==> src/sv/indexed_bank_register_mapper_core_defines.svh <==
// assertion macros for the indexed bank register mapper
`ifndef INDEXED_BANK_REGISTER_MAPPER_CORE_DEFINES_SVH
`define INDEXED_BANK_REGISTER_MAPPER_CORE_DEFINES_SVH
`ifndef SYNTHESIS
`define IBRM_ASSERT_IMPL(label, clk, rst, ante, cons) \
  label: assert property (@(posedge clk) disable iff (rst) (ante) |-> (cons)) \
    else $error("ibrm check failed");
`define IBRM_ASSERT_NEXT(label, clk, rst, ante, cons) \
  label: assert property (@(posedge clk) disable iff (rst) (ante) |=> (cons)) \
    else $error("ibrm check failed");
`else
`define IBRM_ASSERT_IMPL(label, clk, rst, ante, cons)
`define IBRM_ASSERT_NEXT(label, clk, rst, ante, cons)
`endif
`endif

==> src/sv/ibrm_pkg.sv <==
// types and constants shared by the indexed bank register mapper
package ibrm_pkg;

  localparam logic [15:0] PORT_MASK  = 16'hC101;
  localparam logic [15:0] PORT_INDEX = 16'h4100;
  localparam logic [15:0] PORT_DATA  = 16'h4101;

  // register index codes on the data port
  localparam logic [2:0] REG_CHR0     = 3'd0;
  localparam logic [2:0] REG_CHR3     = 3'd3;
  localparam logic [2:0] REG_CHR_HIGH = 3'd4;
  localparam logic [2:0] REG_PRG      = 3'd5;
  localparam logic [2:0] REG_EXTRA    = 3'd6;
  localparam logic [2:0] REG_MODE     = 3'd7;

  // bank formula codes
  localparam logic [1:0] VARIANT_1K   = 2'd0;
  localparam logic [1:0] VARIANT_2K_A = 2'd1;
  localparam logic [1:0] VARIANT_2K_B = 2'd2;
  localparam logic [1:0] VARIANT_2K_C = 2'd3;

  // mirror select and layout codes
  localparam logic [1:0] MIRROR_DEFAULT = 2'd0;
  localparam logic [1:0] MIRROR_OTHER   = 2'd1;
  localparam logic [1:0] MIRROR_SPLIT   = 2'd2;

  localparam logic [1:0] LAYOUT_HORIZONTAL   = 2'd0;
  localparam logic [1:0] LAYOUT_VERTICAL     = 2'd1;
  localparam logic [1:0] LAYOUT_SPLIT        = 2'd2;
  localparam logic [1:0] LAYOUT_SINGLE_LOWER = 2'd3;

  // configuration register word index
  localparam logic CFG_VARIANT = 1'b0;

  typedef struct packed {
    logic [15:0] cpu_address;
    logic [7:0]  write_data;
  } in_item_t;

  typedef struct packed {
    logic [2:0] prg_bank;
    logic [7:0] chr_bank_0;
    logic [7:0] chr_bank_1;
    logic [7:0] chr_bank_2;
    logic [7:0] chr_bank_3;
    logic [1:0] nametable_layout;
    logic       layout_valid;
  } out_item_t;

  typedef struct packed {
    logic [2:0]       register_index;
    logic [3:0][2:0]  chr_low;
    logic [2:0]       chr_high;
    logic             chr_extra;
    logic             single_bank_mode;
    logic [1:0]       mirror_select;
    logic [2:0]       program_bank;
    logic             layout_written;
  } map_state_t;

endpackage

==> src/sv/indexed_bank_register_mapper_core.sv <==
// indexed bank register mapper: an item is accepted into the input register and its
// result is registered into the output register once the output can advance
// throughput is one item per cycle while the output is not stalled, set by the
// single decode and formula pass between the input and output registers; a held
// result lets one more item into the input register and then stalls the input until the result is taken
// synchronous reset clears all mapper registers, the variant and both valid flags
module indexed_bank_register_mapper_core (
  input  logic                clk,
  input  logic                rst,
  input  logic                in_valid,
  output logic                in_stall,
  input  ibrm_pkg::in_item_t  in_item,
  output logic                out_valid,
  input  logic                out_stall,
  output ibrm_pkg::out_item_t out_item,
  input  logic                psel,
  input  logic                penable,
  input  logic                pwrite,
  input  logic [2:0]          paddr,
  input  logic [31:0]         pwdata,
  output logic [31:0]         prdata,
  output logic                pready
);
  import ibrm_pkg::*;

  logic       s1_valid;
  in_item_t   s1_item;
  logic       advance;
  logic       wr_en;
  logic [1:0] variant;
  map_state_t state_next;
  out_item_t  result;

  assign advance  = !out_valid || !out_stall;
  assign in_stall = s1_valid && !advance;
  assign wr_en    = s1_valid && advance;

  always_ff @(posedge clk) begin
    if (rst) begin
      s1_valid <= 1'b0;
    end else if (!in_stall) begin
      s1_valid <= in_valid;
    end
  end

  always_ff @(posedge clk) begin
    if (in_valid && !in_stall) begin
      s1_item <= in_item;
    end
  end

  always_ff @(posedge clk) begin
    if (rst) begin
      out_valid <= 1'b0;
    end else if (advance) begin
      out_valid <= s1_valid;
    end
  end

  always_ff @(posedge clk) begin
    if (wr_en) begin
      out_item <= result;
    end
  end

  ibrm_cfg u_cfg (
    .clk     (clk),
    .rst     (rst),
    .psel    (psel),
    .penable (penable),
    .pwrite  (pwrite),
    .paddr   (paddr),
    .pwdata  (pwdata),
    .prdata  (prdata),
    .pready  (pready),
    .variant (variant)
  );

  ibrm_regfile u_regfile (
    .clk        (clk),
    .rst        (rst),
    .wr_en      (wr_en),
    .item       (s1_item),
    .state_next (state_next)
  );

  ibrm_bank_calc u_bank_calc (
    .variant (variant),
    .state   (state_next),
    .result  (result)
  );

endmodule

==> src/sv/ibrm_cfg.sv <==
// apb configuration port holding the variant register
module ibrm_cfg (
  input  logic        clk,
  input  logic        rst,
  input  logic        psel,
  input  logic        penable,
  input  logic        pwrite,
  input  logic [2:0]  paddr,
  input  logic [31:0] pwdata,
  output logic [31:0] prdata,
  output logic        pready,
  output logic [1:0]  variant
);
  import ibrm_pkg::*;

  logic wr_variant;

  assign pready = 1'b1;
  // bit 2 is the word index, low bits are the byte offset
  assign wr_variant = psel && penable && pwrite && (paddr[2] == CFG_VARIANT);

  always_ff @(posedge clk) begin
    if (rst) begin
      variant <= VARIANT_1K;
    end else if (wr_variant) begin
      variant <= pwdata[1:0];
    end
  end

  always_comb begin
    prdata = 32'd0;
    if (paddr[2] == CFG_VARIANT) begin
      prdata = {30'd0, variant};
    end
  end

endmodule

==> src/sv/ibrm_regfile.sv <==
// port decode and mapper register file
`include "indexed_bank_register_mapper_core_defines.svh"
module ibrm_regfile (
  input  logic                 clk,
  input  logic                 rst,
  input  logic                 wr_en,
  input  ibrm_pkg::in_item_t   item,
  output ibrm_pkg::map_state_t state_next
);
  import ibrm_pkg::*;

  map_state_t  state;
  logic [15:0] port;

  assign port = item.cpu_address & PORT_MASK;

  // state as it stands after this item's write
  always_comb begin
    state_next = state;
    if (port == PORT_INDEX) begin
      state_next.register_index = item.write_data[2:0];
    end else if (port == PORT_DATA) begin
      case (state.register_index) inside
        [REG_CHR0:REG_CHR3]: begin
          state_next.chr_low[state.register_index[1:0]] = item.write_data[2:0];
        end
        REG_CHR_HIGH: begin
          state_next.chr_high = item.write_data[2:0];
        end
        REG_PRG: begin
          state_next.program_bank = item.write_data[2:0];
        end
        REG_EXTRA: begin
          state_next.chr_extra = item.write_data[0];
        end
        default: begin
          state_next.single_bank_mode = item.write_data[0];
          state_next.mirror_select    = item.write_data[2:1];
          state_next.layout_written   = 1'b1;
        end
      endcase
    end
  end

  always_ff @(posedge clk) begin
    if (rst) begin
      state <= '0;
    end else if (wr_en) begin
      state <= state_next;
    end
  end

  `IBRM_ASSERT_NEXT(index_write_a, clk, rst, wr_en && (port == PORT_INDEX), state.register_index == $past(item.write_data[2:0]))
  `IBRM_ASSERT_NEXT(layout_sticky_a, clk, rst, state.layout_written, state.layout_written)
  `IBRM_ASSERT_NEXT(other_port_hold_a, clk, rst, wr_en && (port != PORT_INDEX) && (port != PORT_DATA), state == $past(state))
  `IBRM_ASSERT_IMPL(low_only_on_data_a, clk, rst, port != PORT_DATA, state_next.chr_low == state.chr_low)

endmodule

==> src/sv/ibrm_bank_calc.sv <==
// bank number and nametable layout formulas
module ibrm_bank_calc (
  input  logic [1:0]           variant,
  input  ibrm_pkg::map_state_t state,
  output ibrm_pkg::out_item_t  result
);
  import ibrm_pkg::*;

  logic [3:0][2:0] low;
  logic [3:0][7:0] bank;
  logic [3:0]      high_sel;
  logic [3:0]      extra_sel;
  logic [3:0][1:0] slot;
  logic            swapped;

  // per-slot high bit and extra bit in variant 0, slot 0 takes neither
  assign high_sel  = {state.chr_high, 1'b0};
  assign extra_sel = {state.chr_extra, 3'b000};

  always_comb begin
    for (int i = 0; i < 4; i++) begin
      slot[i] = 2'(i);
      low[i]  = state.single_bank_mode ? state.chr_low[0] : state.chr_low[i];
      case (variant)
        VARIANT_1K: begin
          bank[i] = {5'd0, low[i]};
          if (!state.single_bank_mode) begin
            bank[i][4] = high_sel[i];
            bank[i][3] = extra_sel[i];
          end
        end
        VARIANT_2K_A: begin
          bank[i] = {2'd0, state.chr_high, low[i]};
        end
        VARIANT_2K_B: begin
          bank[i] = {state.chr_high, low[i], slot[i]};
        end
        default: begin
          bank[i] = {1'b0, state.chr_high, low[i], slot[i][0]};
        end
      endcase
    end
  end

  assign swapped = (variant == VARIANT_1K);

  always_comb begin
    result.prg_bank     = state.program_bank;
    result.chr_bank_0   = bank[0];
    result.chr_bank_1   = bank[1];
    result.chr_bank_2   = bank[2];
    result.chr_bank_3   = bank[3];
    result.layout_valid = state.layout_written;
    if (!state.layout_written) begin
      result.nametable_layout = LAYOUT_HORIZONTAL;
    end else if (state.mirror_select == MIRROR_DEFAULT || state.single_bank_mode) begin
      result.nametable_layout = swapped ? LAYOUT_HORIZONTAL : LAYOUT_VERTICAL;
    end else if (state.mirror_select == MIRROR_OTHER) begin
      result.nametable_layout = swapped ? LAYOUT_VERTICAL : LAYOUT_HORIZONTAL;
    end else if (state.mirror_select == MIRROR_SPLIT) begin
      result.nametable_layout = LAYOUT_SPLIT;
    end else begin
      result.nametable_layout = LAYOUT_SINGLE_LOWER;
    end
  end

endmodule
==> config.mk <==
export PLATFORM = sky130hd
export DESIGN_NAME = indexed_bank_register_mapper_core
export DESIGN_NICKNAME = d
export VERILOG_FILES = /design/src/sv/ibrm_pkg.sv /design/src/sv/indexed_bank_register_mapper_core.sv /design/src/sv/ibrm_cfg.sv /design/src/sv/ibrm_regfile.sv /design/src/sv/ibrm_bank_calc.sv
export VERILOG_INCLUDE_DIRS = /design/src /design/src/sv
export SDC_FILE = /design/constraint.sdc
export NUM_CORES = 1
export LEC_CHECK = 0
export BUFFER_PORTS_ARGS = -buffer_cell sky130_fd_sc_hd__buf_2
export CAP_MARGIN = 20
export CELL_PAD_IN_SITES_DETAIL_PLACEMENT = 0
export CELL_PAD_IN_SITES_GLOBAL_PLACEMENT = 1
export CORE_ASPECT_RATIO = 1.25
export CORE_MARGIN = 5
export CORE_UTILIZATION = 40
export CTS_CLUSTER_DIAMETER = 50
export DETAILED_ROUTE_END_ITERATION = 10
export HOLD_SLACK_MARGIN = 0.15
export PLACE_DENSITY_LB_ADDON = 0.1
export SETUP_SLACK_MARGIN = 0.05
export SYNTH_ARGS = -nofsm -noshare
export SYNTH_HDL_FRONTEND = slang
export SYNTH_SLANG_ARGS = --single-unit
==> constraint.sdc <==
create_clock -name clk -period 4.95 [get_ports clk]
set_clock_uncertainty 0.15 [all_clocks]
set_input_delay 0.2475 -clock clk [delete_from_list [all_inputs] [get_ports clk]]
set_output_delay 0.2475 -clock clk [all_outputs]
set_load 0.02 [all_outputs]
==> results by group <==
Status
  – Result of the run: finished clean

Routing
  – Detailed-route via count: between 2000 and 2500
  – Violation count after the first detailed-routing iteration: 55
  – Total wire length: roughly 7.3 mm
  – First drt pass iteration count: 4
  – Vias per cell: approximately 4.8
  – Post-detailed-route DRC marker count: 0
  – Final routed wire length divided by cell count: 14.9 um
  – Final ANT Viol Nets: 0

Worst setup path
  – Critical-path maximum fanout: 16
  – Worst setup EP type: register
  – Critical Path Source Type: register
  – Kind of cell with the highest combined delay on the critical path: simple AND/OR/NAND/NOR gates
  – Slowest Stage Delay on Critical Path: 0.63 ns
  – Data required, critical path: between 4 and 5 ns
  – Worst setup path category: register to register
  – Data arrival at the endpoint of the critical path: approximately 2.7 ns
  – Chain of cells forming the critical path: nand4b_1 -> o21ai_2 -> and2_1 -> a21oi_2 -> mux4_2
  – Count of cells along the worst register-to-register path: 5
  – Total stage count of the critical path: 5
  – Slowest stage cell, crit path: sky130_fd_sc_hd__and2_1
  – Count of buffer and inverter cells on the critical path: 0

STA
  – Worst-case hold slack: 0.164 ns
  – Setup violations, final: 0
  – RSZ-0062 raised after global routing: no
  – Headroom to the max-slew limit: 0.336
  – Min setup slack post-route: about 2.1 ns
  – Accumulated negative setup slack: 0 ns
  – Min Clock Period, post-route: roughly 2.8 ns
  – Transition time at the pin with the least slew margin: roughly 1 ns
  – Endpoints failing hold: 0
  – Max Freq: 357 MHz
  – Final period utilization: 0.566
  – Final Max Tran Viols: 0

Layout
  – Commonest non-fill, non-tap cell in the layout: sky130_fd_sc_hd__buf_2
  – Post-route non-filler standard cell count: 494
  – Final net count: 435
  – Top library cells by usage in the layout, fill and taps aside: 58 x sky130_fd_sc_hd__buf_2, 46 x sky130_fd_sc_hd__nor2_1, 39 x sky130_fd_sc_hd__mux2i_1
  – Diode insertion count for antenna repair: 0
  – Share of cells above drive strength 1: 0.281
  – Finished layout cell area: 0.00405 sq mm
  – Area growth from synthesis to layout: 15.4%
  – Final core utilization: 0.468

Floorplanning
  – Die Span X: between 90 and 100 um
  – Number of rows in the core area: 38
  – Starting utilization of the core area: 0.406
  – I/O pin count: between 100 and 150
  – Placeable core region: approximately 0.0087 sq mm
  – DIE AREA: roughly 0.011 sq mm
  – Die Height: 115 um

Yosys
  – Seq/Total Area, Yosys: 0.479
  – Flop and latch count out of synthesis: 66
  – Synthesized area: ~0.0035 sq mm
  – Yosys warning total: 0
  – Post-synth top flop: sky130_fd_sc_hd__edfxtp_1
  – Unique masters post-synth: 55
  – Mean cell area of the mapped netlist: roughly 11 sq um
  – Post-synth EDFFs: 36
  – Cells taking the most area after synthesis: sky130_fd_sc_hd__edfxtp_1 31%, sky130_fd_sc_hd__dfxtp_1 17%, sky130_fd_sc_hd__mux2i_1 11%
  – Count of mapped cells out of synthesis: about 320
  – Post-synth top area share: 0.308
  – Largest area contributor in the netlist: sky130_fd_sc_hd__edfxtp_1
  – Proportion of register bits with asynchronous set or reset after synthesis: 0

Clock network
  – Clock Tree Buf Depth: 2
  – CTS-repair resized insts: 0
  – CTS Sinks: 66
  – CTS Buf Count: 9
  – Root buffer selected by CTS: sky130_fd_sc_hd__clkbuf_8
  – Setup Buffers After CTS: 0
  – Clock Latency Late Sink: around 0.35 ns
  – Post-CTS clock slew at the launch and capture registers of the worst setup and hold paths: 0.07 ns
  – Deepest level of the CTS H-tree: 3
  – Post-CTS Hold Buffers: 11
  – Clock tree from TritonCTS: built

Placed design
  – Area of placed instances: ~0.0037 sq mm
  – Worst slack at placement: between 2 and 2.5 ns
  – Post-DP HPWL: roughly 5 mm
  – Number of buffer cells added on primary ports: 58
  – Routability-driven placement congestion ratio: about 0.73
  – Number of instances in the placed design: ~470

Global route
  – Largest net degree at the start of global routing: 31
  – Global-route total usage across every layer: 0.140
  – First-pass GRT wire length: ~11 mm
  – Remaining global-route overflow: 0
  – Antenna violations before repair: 0
  – Via count of the first global-routing pass: roughly 2300

Flow run
  – MaxCap Viol Count: 0

Power and ir drop
  – Leak pwr: 1.66 nW
  – Power density cells: 311 mW/mm^2
  – Total power: roughly 1.3 mW
  – IR Drop Worst-Case VDD: ~0.14 mV

Min path
  – Worst hold path stage count: 4
  – Hold WC Path Type: input pin to register
[worst reg2reg max path, stage by stage (launching register included)]
cell	delay, ns
sky130_fd_sc_hd__edfxtp_1	0.42
sky130_fd_sc_hd__nand4b_1	0.35
sky130_fd_sc_hd__o21ai_2	0.34
sky130_fd_sc_hd__and2_1	0.63
sky130_fd_sc_hd__a21oi_2	0.16
sky130_fd_sc_hd__mux4_2	0.49
[kinds of logic after synthesis]
kind of cell / after synthesis / share of synthesized area
compound gates: 46 / 0.105
simple gates: 90 / 0.137
mux: 51 / 0.164
flops: 66 / 0.479
buf+inv: 61 / 0.113
other cells: 2 / 0.00214
[synth_stat cells, drive strengths merged (2+ instances only)]
library cell   n
nor3           8
a221o          2
and3           3
a21oi          8
mux2           6
o211ai         2
mux2i         41
clkbuf        15
nand2         11
o22a           2
a211oi        11
nand3          4
o21ai          5
and2           5
a21o           2
edfxtp        36
a2bb2oi        2
nor2          46
o221a          2
clkinv         2
a21boi         3
inv            2
mux4           4
conb           2
buf           42
nand2b         2
dfxtp         30
nand4b         2
or2            2
[path summary, 6_finish.rpt]
path / start / to / slack, ns
worst max-delay path: s1_item[23] / out_item[23] / 2.15
worst min register to register: s1_valid / out_valid / 0.34
worst max register to register: s1_item[23] / out_item[23] / 2.15
worst min-delay path: penable / u_cfg.variant[0] / 0.16
[power breakdown]
part           leakage, nW  total, mW  internal, mW  switching (mW)
registers            0.590      0.613         0.596          0.0164
clock network        0.126      0.531         0.320           0.211
logic                0.945      0.115        0.0377          0.0772
[layer usage]
layer | vias to the layer above | GRT usage | wire (um)
met5 | - | 0 | 0
met4 | 0 | 0.0723 | 121
met3 | 9 | 0.0342 | 371
met2 | 65 | 0.233 | 3610
met1 | 1094 | 0.167 | 3230
li1 | 1183 | - | -
[registers in the layout, summed over array words and instances, names as in the netlist]
register,flops
s1_item,7
u_cfg.variant,2
out_valid,1
u_regfile.state,26
out_item,29
s1_valid,1
[area by class of cell]
class | instances | area (sq um)
clock buffers | 13 | 201
clock inverters | 3 | 40.0
fillers | 845 | 4600
inverters | 4 | 15.0
multi-input cells | 218 | 1550
flip-flops and latches | 66 | 1680
well taps | 120 | 150
repair buffers | 70 | 408
No activity file was read; power rests on OpenSTA's default activity.
